`src/design/ema_pkg.sv`:
```
package ema_pkg;

  // default parameter values
  localparam int SAMPLE_BITS_DEF = 16;
  localparam int MAX_SAMPLES_DEF = 65536;

  // result field widths
  localparam int MEAN_W  = 17;
  localparam int MSE_W   = 32;
  localparam int RMS_W   = 16;
  localparam int RATIO_W = 32;

  // ratio fraction bits, accumulator ceiling, step counter width
  localparam int FRAC_W      = 16;
  localparam int ACC_LIMIT_W = 64;
  localparam int STEP_W      = 7;

  // mean magnitude clamp
  localparam int                    MEAN_MAG_W   = 16;
  localparam logic [MEAN_MAG_W-1:0] MEAN_MAG_MAX = '1;

  // sequencer states
  typedef enum logic [3:0] {
    ST_IDLE,
    ST_MUL_DIFF,
    ST_MUL_TGT,
    ST_ACC_TGT,
    ST_MEAN,
    ST_MEAN_WAIT,
    ST_MSE_WAIT,
    ST_ROOT_WAIT,
    ST_RATIO,
    ST_RATIO_WAIT,
    ST_OUT
  } ema_state_t;

  // shared compare-subtract unit operations
  typedef enum logic {
    CSU_DIV,
    CSU_SQRT
  } csu_mode_t;

  typedef struct packed {
    logic              start;
    csu_mode_t         mode;
    logic [STEP_W-1:0] steps;
  } csu_ctrl_t;

endpackage

```
`src/design/ema_ifs.sv`:
```
interface ema_in_if import ema_pkg::*; #(
  parameter int SAMPLE_BITS = SAMPLE_BITS_DEF
);
  logic                          valid;
  logic                          ready;
  logic signed [SAMPLE_BITS-1:0] target_sample;
  logic signed [SAMPLE_BITS-1:0] predicted_sample;
  logic                          last_sample;

  modport source (output valid, target_sample, predicted_sample, last_sample, input ready);
  modport sink   (input valid, target_sample, predicted_sample, last_sample, output ready);
endinterface

interface ema_out_if import ema_pkg::*; ();
  logic                     valid;
  logic                     ready;
  logic signed [MEAN_W-1:0] mean_diff;
  logic [MSE_W-1:0]         mean_sq_error;
  logic [RMS_W-1:0]         root_mean_sq;
  logic [RATIO_W-1:0]       energy_ratio;
  logic                     ratio_invalid;
  logic                     overflowed;

  modport source (output valid, mean_diff, mean_sq_error, root_mean_sq, energy_ratio,
                  ratio_invalid, overflowed, input ready);
  modport sink   (input valid, mean_diff, mean_sq_error, root_mean_sq, energy_ratio,
                  ratio_invalid, overflowed, output ready);
endinterface

```
`src/design/ema_csu.sv`:
```
module ema_csu import ema_pkg::*; #(
  parameter int NUM_W = 65,
  parameter int DEN_W = 48
) (
  input  logic             clk,
  input  logic             rst_n,
  input  csu_ctrl_t        ctrl,
  input  logic [NUM_W-1:0] num,
  input  logic [DEN_W-1:0] den,
  output logic             done,
  output logic [NUM_W-1:0] quo
);

  logic [NUM_W-1:0]  acc_r;
  logic [NUM_W-1:0]  acc_nxt;
  logic [DEN_W:0]    rem_r;
  logic [DEN_W:0]    rem_sh;
  logic [DEN_W:0]    trial;
  logic [DEN_W:0]    rem_sub;
  logic [DEN_W:0]    rem_nxt;
  logic [DEN_W-1:0]  den_r;
  logic [NUM_W-1:0]  quo_r;
  logic [NUM_W-1:0]  quo_nxt;
  logic [STEP_W-1:0] cnt_r;
  logic              busy_r;
  logic              done_r;
  csu_mode_t         mode_r;
  logic              ge;

  // one step: divide brings in one numerator bit, root brings in two
  always_comb begin
    if (mode_r == CSU_SQRT) begin
      rem_sh  = {rem_r[DEN_W-2:0], acc_r[NUM_W-1 -: 2]};
      trial   = {quo_r[DEN_W-2:0], 2'b01};
      acc_nxt = acc_r << 2;
    end else begin
      rem_sh  = {rem_r[DEN_W-1:0], acc_r[NUM_W-1]};
      trial   = {1'b0, den_r};
      acc_nxt = acc_r << 1;
    end
    ge      = (rem_sh >= trial);
    rem_sub = rem_sh - trial;
    rem_nxt = ge ? rem_sub : rem_sh;
    quo_nxt = {quo_r[NUM_W-2:0], ge};
  end

  // step counter and completion pulse
  always_ff @(posedge clk) begin
    if (!rst_n) begin
      busy_r <= 1'b0;
      done_r <= 1'b0;
      cnt_r  <= '0;
    end else begin
      done_r <= 1'b0;
      if (ctrl.start) begin
        busy_r <= 1'b1;
        cnt_r  <= ctrl.steps;
      end else if (busy_r) begin
        cnt_r <= cnt_r - STEP_W'(1);
        if (cnt_r == STEP_W'(1)) begin
          busy_r <= 1'b0;
          done_r <= 1'b1;
        end
      end
    end
  end

  // operand and partial result registers
  always_ff @(posedge clk) begin
    if (ctrl.start) begin
      acc_r  <= num;
      rem_r  <= '0;
      quo_r  <= '0;
      den_r  <= den;
      mode_r <= ctrl.mode;
    end else if (busy_r) begin
      acc_r <= acc_nxt;
      rem_r <= rem_nxt;
      quo_r <= quo_nxt;
    end
  end

  assign done = done_r;
  assign quo  = quo_r;

endmodule

```
`src/design/error_metric_accumulator.sv`:
```
// Non-final sample: ready drops after each transfer while the sample passes through
// ST_MUL_DIFF, ST_MUL_TGT and ST_ACC_TGT (two squarings through one shared multiplier,
// then the target-energy add). Final sample: the bit-serial divide/root unit computes the
// results, which are loaded into the output register once that register is free. The result
// waits in the output register; the next set streams in.
// Reset: rst_n synchronous, active low; clears sequencer, accumulators and output valid.
module error_metric_accumulator import ema_pkg::*; #(
  parameter int SAMPLE_BITS = SAMPLE_BITS_DEF,
  parameter int MAX_SAMPLES = MAX_SAMPLES_DEF
) (
  input logic       clk,
  input logic       rst_n,
  ema_in_if.sink    in_ch,
  ema_out_if.source out_ch
);

  localparam int CNT_W    = $clog2(MAX_SAMPLES + 1);
  localparam int MAG_W    = SAMPLE_BITS + CNT_W;
  localparam int DIFF_W   = MAG_W + 1;
  localparam int PROD_W   = 2 * SAMPLE_BITS;
  localparam int SQ_RAW_W = 2 * SAMPLE_BITS + CNT_W;
  localparam int SQ_W     = (SQ_RAW_W > ACC_LIMIT_W) ? ACC_LIMIT_W : SQ_RAW_W;
  localparam int TE_RAW_W = 2 * SAMPLE_BITS - 1 + CNT_W;
  localparam int TE_W     = (TE_RAW_W > ACC_LIMIT_W) ? ACC_LIMIT_W : TE_RAW_W;
  localparam int NUM_W    = SQ_W + FRAC_W;
  localparam int DEN_W    = TE_W;

  ema_state_t state_r;
  ema_state_t state_nxt;

  // captured sample
  logic signed [SAMPLE_BITS-1:0] tgt_r;
  logic signed [SAMPLE_BITS-1:0] pred_r;
  logic                          last_r;
  logic                          take_r;

  // accumulators
  logic [CNT_W-1:0]         cnt_r;
  logic signed [DIFF_W-1:0] diff_sum_r;
  logic [SQ_W-1:0]          sq_sum_r;
  logic [TE_W-1:0]          te_r;
  logic                     ovf_r;
  logic [PROD_W-1:0]        prod_r;

  // working results
  logic signed [MEAN_W-1:0] mean_r;
  logic [MSE_W-1:0]         mse_r;
  logic [RMS_W-1:0]         rms_r;
  logic [RATIO_W-1:0]       ratio_r;
  logic                     inv_r;

  // output register
  logic                     out_valid_r;
  logic signed [MEAN_W-1:0] o_mean_r;
  logic [MSE_W-1:0]         o_mse_r;
  logic [RMS_W-1:0]         o_rms_r;
  logic [RATIO_W-1:0]       o_ratio_r;
  logic                     o_inv_r;
  logic                     o_ovf_r;

  logic in_ready_w;
  logic in_xfer;
  logic out_load;

  // shared unit connections
  csu_ctrl_t        csu_ctrl;
  logic [NUM_W-1:0] csu_num;
  logic [DEN_W-1:0] csu_den;
  logic             csu_done;
  logic [NUM_W-1:0] csu_quo;

  // sample datapath
  logic signed [SAMPLE_BITS:0] diff_s;
  logic [SAMPLE_BITS:0]        diff_abs;
  logic [SAMPLE_BITS:0]        tgt_abs;
  logic [SAMPLE_BITS-1:0]      mul_op;
  logic [PROD_W-1:0]           prod_nxt;
  logic [SQ_W:0]               sq_sum_ext;
  logic [SQ_W-1:0]             sq_sum_nxt;
  logic [TE_W:0]               te_ext;
  logic [TE_W-1:0]             te_nxt;

  // finishing datapath
  logic                     sum_neg;
  logic [DIFF_W-1:0]        sum_abs;
  logic [ACC_LIMIT_W-1:0]   mean_abs64;
  logic [MEAN_MAG_W-1:0]    mean_mag;
  logic signed [MEAN_W-1:0] mean_val;
  logic [ACC_LIMIT_W-1:0]   mse64;
  logic                     mse_hi;
  logic                     ratio_hi;

  assign in_ready_w  = (state_r == ST_IDLE);
  assign in_xfer     = in_ch.valid && in_ready_w;
  assign in_ch.ready = in_ready_w;

  // difference, magnitudes and the one multiplier
  always_comb begin
    diff_s     = {tgt_r[SAMPLE_BITS-1], tgt_r} - {pred_r[SAMPLE_BITS-1], pred_r};
    diff_abs   = diff_s[SAMPLE_BITS] ? -diff_s : diff_s;
    tgt_abs    = tgt_r[SAMPLE_BITS-1] ? -{tgt_r[SAMPLE_BITS-1], tgt_r}
                                      : {tgt_r[SAMPLE_BITS-1], tgt_r};
    mul_op     = (state_r == ST_MUL_DIFF) ? diff_abs[SAMPLE_BITS-1:0]
                                          : tgt_abs[SAMPLE_BITS-1:0];
    prod_nxt   = PROD_W'(mul_op) * PROD_W'(mul_op);
    sq_sum_ext = {1'b0, sq_sum_r} + (SQ_W + 1)'(prod_r);
    sq_sum_nxt = sq_sum_ext[SQ_W] ? '1 : sq_sum_ext[SQ_W-1:0];
    te_ext     = {1'b0, te_r} + (TE_W + 1)'(prod_r);
    te_nxt     = te_ext[TE_W] ? '1 : te_ext[TE_W-1:0];
  end

  // quotient post-processing
  always_comb begin
    sum_neg    = diff_sum_r[DIFF_W-1];
    sum_abs    = sum_neg ? -diff_sum_r : diff_sum_r;
    mean_abs64 = ACC_LIMIT_W'(csu_quo[MAG_W-1:0]);
    mean_mag   = (mean_abs64 > ACC_LIMIT_W'(MEAN_MAG_MAX)) ? MEAN_MAG_MAX
                                                           : mean_abs64[MEAN_MAG_W-1:0];
    mean_val   = sum_neg ? -MEAN_W'(mean_mag) : MEAN_W'(mean_mag);
    mse64      = ACC_LIMIT_W'(csu_quo[SQ_W-1:0]);
    mse_hi     = |mse64[ACC_LIMIT_W-1:MSE_W];
    ratio_hi   = |csu_quo[NUM_W-1:RATIO_W];
  end

  // sequencer: next state and shared unit requests
  always_comb begin
    state_nxt = state_r;
    csu_ctrl  = '{start: 1'b0, mode: CSU_DIV, steps: '0};
    csu_num   = '0;
    csu_den   = '0;
    out_load  = 1'b0;
    case (state_r)
      ST_IDLE: begin
        if (in_xfer) state_nxt = ST_MUL_DIFF;
      end
      ST_MUL_DIFF: state_nxt = ST_MUL_TGT;
      ST_MUL_TGT:  state_nxt = ST_ACC_TGT;
      ST_ACC_TGT:  state_nxt = last_r ? ST_MEAN : ST_IDLE;
      ST_MEAN: begin
        if (cnt_r == '0) begin
          state_nxt = ST_RATIO;
        end else begin
          csu_ctrl  = '{start: 1'b1, mode: CSU_DIV, steps: STEP_W'(MAG_W)};
          csu_num   = NUM_W'(sum_abs[MAG_W-1:0]) << (NUM_W - MAG_W);
          csu_den   = DEN_W'(cnt_r);
          state_nxt = ST_MEAN_WAIT;
        end
      end
      ST_MEAN_WAIT: begin
        if (csu_done) begin
          csu_ctrl  = '{start: 1'b1, mode: CSU_DIV, steps: STEP_W'(SQ_W)};
          csu_num   = NUM_W'(sq_sum_r) << FRAC_W;
          csu_den   = DEN_W'(cnt_r);
          state_nxt = ST_MSE_WAIT;
        end
      end
      ST_MSE_WAIT: begin
        if (csu_done) begin
          if (mse_hi) begin
            state_nxt = ST_RATIO;
          end else begin
            csu_ctrl  = '{start: 1'b1, mode: CSU_SQRT, steps: STEP_W'(MSE_W / 2)};
            csu_num   = NUM_W'(mse64[MSE_W-1:0]) << (NUM_W - MSE_W);
            state_nxt = ST_ROOT_WAIT;
          end
        end
      end
      ST_ROOT_WAIT: begin
        if (csu_done) state_nxt = ST_RATIO;
      end
      ST_RATIO: begin
        if (te_r == '0) begin
          state_nxt = ST_OUT;
        end else begin
          csu_ctrl  = '{start: 1'b1, mode: CSU_DIV, steps: STEP_W'(NUM_W)};
          csu_num   = NUM_W'(sq_sum_r) << FRAC_W;
          csu_den   = te_r;
          state_nxt = ST_RATIO_WAIT;
        end
      end
      ST_RATIO_WAIT: begin
        if (csu_done) state_nxt = ST_OUT;
      end
      ST_OUT: begin
        if (!out_valid_r || out_ch.ready) begin
          out_load  = 1'b1;
          state_nxt = ST_IDLE;
        end
      end
      default: state_nxt = ST_IDLE;
    endcase
  end

  // state, accumulators and output valid
  always_ff @(posedge clk) begin
    if (!rst_n) begin
      state_r     <= ST_IDLE;
      cnt_r       <= '0;
      diff_sum_r  <= '0;
      sq_sum_r    <= '0;
      te_r        <= '0;
      ovf_r       <= 1'b0;
      out_valid_r <= 1'b0;
    end else begin
      state_r <= state_nxt;
      // output valid: set on load, cleared on transfer
      if (out_load) begin
        out_valid_r <= 1'b1;
      end else if (out_valid_r && out_ch.ready) begin
        out_valid_r <= 1'b0;
      end
      case (state_r)
        ST_MUL_DIFF: begin
          if (take_r) begin
            cnt_r      <= cnt_r + CNT_W'(1);
            diff_sum_r <= diff_sum_r + DIFF_W'(diff_s);
          end else begin
            ovf_r <= 1'b1;
          end
        end
        ST_MUL_TGT: begin
          if (take_r) sq_sum_r <= sq_sum_nxt;
        end
        ST_ACC_TGT: begin
          if (take_r) te_r <= te_nxt;
        end
        ST_OUT: begin
          if (out_load) begin
            cnt_r       <= '0;
            diff_sum_r  <= '0;
            sq_sum_r    <= '0;
            te_r        <= '0;
            ovf_r       <= 1'b0;
          end
        end
        default: ;
      endcase
    end
  end

  // sample capture, product and result registers
  always_ff @(posedge clk) begin
    if (in_xfer) begin
      tgt_r  <= in_ch.target_sample;
      pred_r <= in_ch.predicted_sample;
      last_r <= in_ch.last_sample;
      take_r <= (cnt_r < CNT_W'(MAX_SAMPLES));
    end
    if (state_r == ST_MUL_DIFF || state_r == ST_MUL_TGT) prod_r <= prod_nxt;
    case (state_r)
      ST_MEAN: begin
        if (cnt_r == '0) begin
          mean_r <= '0;
          mse_r  <= '0;
          rms_r  <= '0;
        end
      end
      ST_MEAN_WAIT: begin
        if (csu_done) mean_r <= mean_val;
      end
      ST_MSE_WAIT: begin
        if (csu_done) begin
          mse_r <= mse_hi ? '1 : mse64[MSE_W-1:0];
          if (mse_hi) rms_r <= '1;
        end
      end
      ST_ROOT_WAIT: begin
        if (csu_done) rms_r <= csu_quo[RMS_W-1:0];
      end
      ST_RATIO: begin
        inv_r <= (te_r == '0);
        if (te_r == '0) ratio_r <= '1;
      end
      ST_RATIO_WAIT: begin
        if (csu_done) ratio_r <= ratio_hi ? '1 : csu_quo[RATIO_W-1:0];
      end
      ST_OUT: begin
        if (out_load) begin
          o_mean_r  <= mean_r;
          o_mse_r   <= mse_r;
          o_rms_r   <= rms_r;
          o_ratio_r <= ratio_r;
          o_inv_r   <= inv_r;
          o_ovf_r   <= ovf_r;
        end
      end
      default: ;
    endcase
  end

  // shared divide / square root unit
  ema_csu #(
    .NUM_W (NUM_W),
    .DEN_W (DEN_W)
  ) u_csu (
    .clk   (clk),
    .rst_n (rst_n),
    .ctrl  (csu_ctrl),
    .num   (csu_num),
    .den   (csu_den),
    .done  (csu_done),
    .quo   (csu_quo)
  );

  assign out_ch.valid         = out_valid_r;
  assign out_ch.mean_diff     = o_mean_r;
  assign out_ch.mean_sq_error = o_mse_r;
  assign out_ch.root_mean_sq  = o_rms_r;
  assign out_ch.energy_ratio  = o_ratio_r;
  assign out_ch.ratio_invalid = o_inv_r;
  assign out_ch.overflowed    = o_ovf_r;

endmodule

```
`src/flat_wrapper.sv`:
```
// flat-port wrapper written by rule: the top's interface ports become plain ports
module error_metric_accumulator_flat import ema_pkg::*;
#(
  parameter int SAMPLE_BITS = SAMPLE_BITS_DEF,
  parameter int MAX_SAMPLES = MAX_SAMPLES_DEF
)
  (clk, rst_n, in_ch_valid, in_ch_target_sample, in_ch_predicted_sample, in_ch_last_sample, in_ch_ready, out_ch_valid, out_ch_mean_diff, out_ch_mean_sq_error, out_ch_root_mean_sq, out_ch_energy_ratio, out_ch_ratio_invalid, out_ch_overflowed, out_ch_ready);
  ema_in_if #(.SAMPLE_BITS(SAMPLE_BITS)) in_ch_i ();
  ema_out_if out_ch_i ();
  input logic clk;
  input logic rst_n;
  input wire logic [$bits(in_ch_i.valid)-1:0] in_ch_valid;
  input wire logic [$bits(in_ch_i.target_sample)-1:0] in_ch_target_sample;
  input wire logic [$bits(in_ch_i.predicted_sample)-1:0] in_ch_predicted_sample;
  input wire logic [$bits(in_ch_i.last_sample)-1:0] in_ch_last_sample;
  output wire logic [$bits(in_ch_i.ready)-1:0] in_ch_ready;
  output wire logic [$bits(out_ch_i.valid)-1:0] out_ch_valid;
  output wire logic [$bits(out_ch_i.mean_diff)-1:0] out_ch_mean_diff;
  output wire logic [$bits(out_ch_i.mean_sq_error)-1:0] out_ch_mean_sq_error;
  output wire logic [$bits(out_ch_i.root_mean_sq)-1:0] out_ch_root_mean_sq;
  output wire logic [$bits(out_ch_i.energy_ratio)-1:0] out_ch_energy_ratio;
  output wire logic [$bits(out_ch_i.ratio_invalid)-1:0] out_ch_ratio_invalid;
  output wire logic [$bits(out_ch_i.overflowed)-1:0] out_ch_overflowed;
  input wire logic [$bits(out_ch_i.ready)-1:0] out_ch_ready;
  assign in_ch_i.valid = in_ch_valid;
  assign in_ch_i.target_sample = in_ch_target_sample;
  assign in_ch_i.predicted_sample = in_ch_predicted_sample;
  assign in_ch_i.last_sample = in_ch_last_sample;
  assign in_ch_ready = in_ch_i.ready;
  assign out_ch_valid = out_ch_i.valid;
  assign out_ch_mean_diff = out_ch_i.mean_diff;
  assign out_ch_mean_sq_error = out_ch_i.mean_sq_error;
  assign out_ch_root_mean_sq = out_ch_i.root_mean_sq;
  assign out_ch_energy_ratio = out_ch_i.energy_ratio;
  assign out_ch_ratio_invalid = out_ch_i.ratio_invalid;
  assign out_ch_overflowed = out_ch_i.overflowed;
  assign out_ch_i.ready = out_ch_ready;
  error_metric_accumulator #(.SAMPLE_BITS(SAMPLE_BITS), .MAX_SAMPLES(MAX_SAMPLES)) u_core (.clk(clk), .rst_n(rst_n), .in_ch(in_ch_i), .out_ch(out_ch_i));
endmodule
```
`config.mk`:
```
export PLATFORM = sky130hd
export DESIGN_NAME = error_metric_accumulator_flat
export DESIGN_NICKNAME = d
export VERILOG_FILES = /design/src/design/ema_pkg.sv /design/src/design/ema_ifs.sv /design/src/design/ema_csu.sv /design/src/design/error_metric_accumulator.sv /design/src/flat_wrapper.sv
export SDC_FILE = /design/constraint.sdc
export NUM_CORES = 2
export LEC_CHECK = 0
export ABC_AREA = 1
export BUFFER_PORTS_ARGS = -buffer_cell sky130_fd_sc_hd__buf_4
export CAP_MARGIN = 20
export CELL_PAD_IN_SITES_DETAIL_PLACEMENT = 0
export CELL_PAD_IN_SITES_GLOBAL_PLACEMENT = 1
export CORE_MARGIN = 8
export CORE_UTILIZATION = 51
export CTS_CLUSTER_SIZE = 8
export DETAILED_ROUTE_END_ITERATION = 12
export GPL_TIMING_DRIVEN = 1
export PLACE_DENSITY = 0.88
export SYNTH_ARGS = -nofsm -noshare
export SYNTH_HDL_FRONTEND = slang
export SYNTH_HIERARCHICAL = 1
export SYNTH_SLANG_ARGS = --single-unit
```
`constraint.sdc`:
```
create_clock -name clk -period 14.89 [get_ports clk]
set_input_delay 0.7445 -clock clk [delete_from_list [all_inputs] [get_ports clk]]
set_output_delay 0.7445 -clock clk [all_outputs]
set_load 0.01 [all_outputs]
```
==> flow_metrics.env <==
export IMPL_clk_latency_ps=700
export IMPL_cts_buffer_depth=3
export IMPL_cp_slowest_cell="fa_1"
export IMPL_htreeDepth=3
export IMPL_cp_start_kind="flip-flop"
export IMPL_outcome="complete, no violations"
export IMPL_tightest_slew_ps=1150
export IMPL_wl_per_cell_microns=19.9
export IMPL_synthTopCellsByCount="nand2_1, inv_1, nor2_1"
export IMPL_cp_num_buf_inv=8
export IMPL_finalHoldViolCount=0
export IMPL_finalCriticalPeriod_ps=8740
export IMPL_drc=0
export IMPL_ctsHoldBuffers=0
export IMPL_grt_overflow_total=0
export IMPL_grt_setup_unrepaired="no"
export IMPL_cts_tree="built"
export IMPL_seq_area_sq_um=16800
export IMPL_synth_area_leaders="edfxtp_1, nand2_1, dfxtp_1, inv_1, ha_1"
export IMPL_drv_cap=0
export IMPL_finalCritPeriodShare_pct=58.7
export IMPL_synth_edff_count=376
export IMPL_crit_arrival_ps=9160
export IMPL_crit_family="adder cells"
export IMPL_die_y_microns=321
export IMPL_synth_area_leader_cell="edfxtp_1"
export IMPL_ys_warn_count=6
export IMPL_ys_flop_type="edfxtp_1"
export IMPL_critPathMaxStageDelay_ps=560
export IMPL_cp_end_kind="flip-flop"
export IMPL_grt_pass1_wl_microns=239000
export IMPL_area_growth_pct=10.9
export IMPL_crit_type="reg -> reg"
export IMPL_syn_inst=6334
export IMPL_grt_max_degree=99
export IMPL_max_freq_mhz=114
export IMPL_fin_tns_setup_ps=0
export IMPL_multi_input_area_sq_um=26100
export IMPL_antenna_found_initial=6
export IMPL_startpoint="u_core/tgt_r[0]"
export IMPL_crit_fanout=34
export IMPL_place_congestion=0.971
export IMPL_grt_pass1_vias=40900
export IMPL_final_layout_size_suffix_gt1_share_pct=6.18
export IMPL_setup_viol=0
export IMPL_seq_area_frac_synth_pct=35.6
export IMPL_syn_area_sq_um=47300
export IMPL_start_util_pct=51.5
export IMPL_cts_made_buffers=93
export IMPL_clk_pin_slew_ps=50
export IMPL_io_pins=138
export IMPL_drt_iter0_drc=3779
export IMPL_port_buffers=137
export IMPL_hp_start="in_ch_predicted_sample[4]"
export IMPL_r2r_start="u_core/tgt_r[0]"
export IMPL_cts_root_buf="clkbuf_16"
export IMPL_dp_final_hpwl_microns=120000
export IMPL_syn_area_per_cell_sq_um=7.47
export IMPL_hold_class="in -> reg"
export IMPL_rows=111
export IMPL_dieArea_sq_um=103000
export IMPL_maxSlewHeadroom_pct=23.2
export IMPL_synth_cell_type_count=66
export IMPL_slew_violations=0
export IMPL_synth_top_area_share_pct=23.9
export IMPL_routed_wl_microns=155000
export IMPL_grt_total_usage_pct=29.5
export IMPL_fin_nets=6905
export IMPL_die_w_microns=321
export IMPL_first_pass_iters=6
export IMPL_viasPerCell=5.49
export IMPL_vias=42600
export IMPL_async_reset_ff_share_pct=0
export IMPL_ys_seq_elements=652
export IMPL_cts_resized=0
export IMPL_cts_sinks=652
export IMPL_crit_required_ps=15300
export IMPL_synth_most_common_cell="nand2_1"
export IMPL_core_area_sq_um=91800
export IMPL_fillers=8627
export IMPL_finClkSkew_ps=84.8
export IMPL_ant_nets=0
export IMPL_cts_setup_buffers=0
==> path summary, 6_finish.rpt <==
| check | slack, ps | cells past startpoint | endpoint |
|---|---|---|---|
| setup reg to reg | 6150 | 37 | u_core/prod_r[28] |
| setup / recovery | 6150 | 37 | u_core/prod_r[28] |
| hold / removal | 290 | 1 | u_core/pred_r[4] |
| hold reg to reg | 400 | 0 | u_core/out_ch.mean_sq_error[6] |
==> flip-flops by register name (all words and copies together), names as in the netlist, 34 cells and up <==
register            flops
u_core/u_csu/rem_r     48
u_core/diff_sum_r      34
u_core/u_csu/acc_r     65
u_core/sq_sum_r        49
u_core/te_r            48
u_core/u_csu/quo       65
u_core/u_csu/den_r     48
==> cell usage in the layout, fill, tap and decap left out, types with 13 or more instances in the layout <==
cell type,count
a21o_1,31
a21oi_1,554
a31oi_1,44
buf_4,185
clkbuf_1,65
clkbuf_16,93
conb_1,19
dfxtp_1,276
edfxtp_1,376
fa_1,167
ha_1,268
inv_1,970
inv_2,14
nand2_1,1508
nand2_2,20
nand3_1,249
nand3b_1,22
nand4_1,87
nor2_1,577
nor2_2,13
nor3_1,72
nor4_1,40
o211ai_1,18
o21a_1,16
o21ai_0,428
o21bai_1,23
o221ai_1,23
o22ai_1,63
or2_2,31
xnor2_1,50
xor2_1,90
==> metrics by stage <==
| stage | cells | hold slack, ps | cell area, sq um | util [%] | setup slack, ps |
|---|---|---|---|---|---|
| 2_1_floorplan | 6352 | 400 | 47400 | - | 7320 |
| 3_3_place_gp | 7577 | 400 | 49600 | 54.0 | 6340 |
| 3_5_place_dp | 7580 | 405 | 49600 | 54.0 | 6200 |
| 4_1_cts | 7750 | 247 | 52400 | 57.1 | 6230 |
| 5_1_grt | 7752 | 262 | 52400 | 57.1 | 5490 |
| 6_report | 7753 | 288 | 52400 | 57.1 | 6150 |
==> cell type report <==
| class | instances | share of cell area, % |
|---|---|---|
| multi-input combinational | 4506 | 49.7 |
| clock inverter | 9 | 0.422 |
| timing repair buffer | 186 | 2.69 |
| clock buffer | 161 | 4.98 |
| sequential | 652 | 32.1 |
| inverter | 994 | 7.14 |
| tap | 1243 | 2.97 |
| antenna | 2 | 0.00955 |
==> worst register-to-register path: cells and delay by family (launching register included) <==
kind / cells / cell delay, ps
adders and majority gates: 9 / 4040
and+or+nand+nor: 12 / 1700
AOI/OAI and AO/OA: 7 / 1280
buffers and inverters: 8 / 1020
DFF: 1 / 340
xor gates and xnor gates: 1 / 150
==> logic make-up (layout without fill, tap and decap cells) <==
logic type	count (synthesis)	count (layout)	synth area share, %
compound gates	1253	1253	14.5
xor+xnor	140	140	2.59
fa+ha+maj	435	435	14.2
buf+inv	1194	1350	9.60
flops	652	652	35.6
mux	1	1	0.0212
other cells	1	21	0.00793
simple gates	2658	2658	23.6
==> routing by layer <==
metal  up-vias  wire length [microns]  track usage [%]
met4         0                   8030             13.3
met1     19900                  64800             37.8
met3       257                  10100             3.85
met5         -                      0                0
met2      1481                  71700             49.5
li1      21000                      -                -
Power is left out: the tool's default activity adds up to more than one toggle a clock period on the data nets, which glitch-free logic cannot reach.
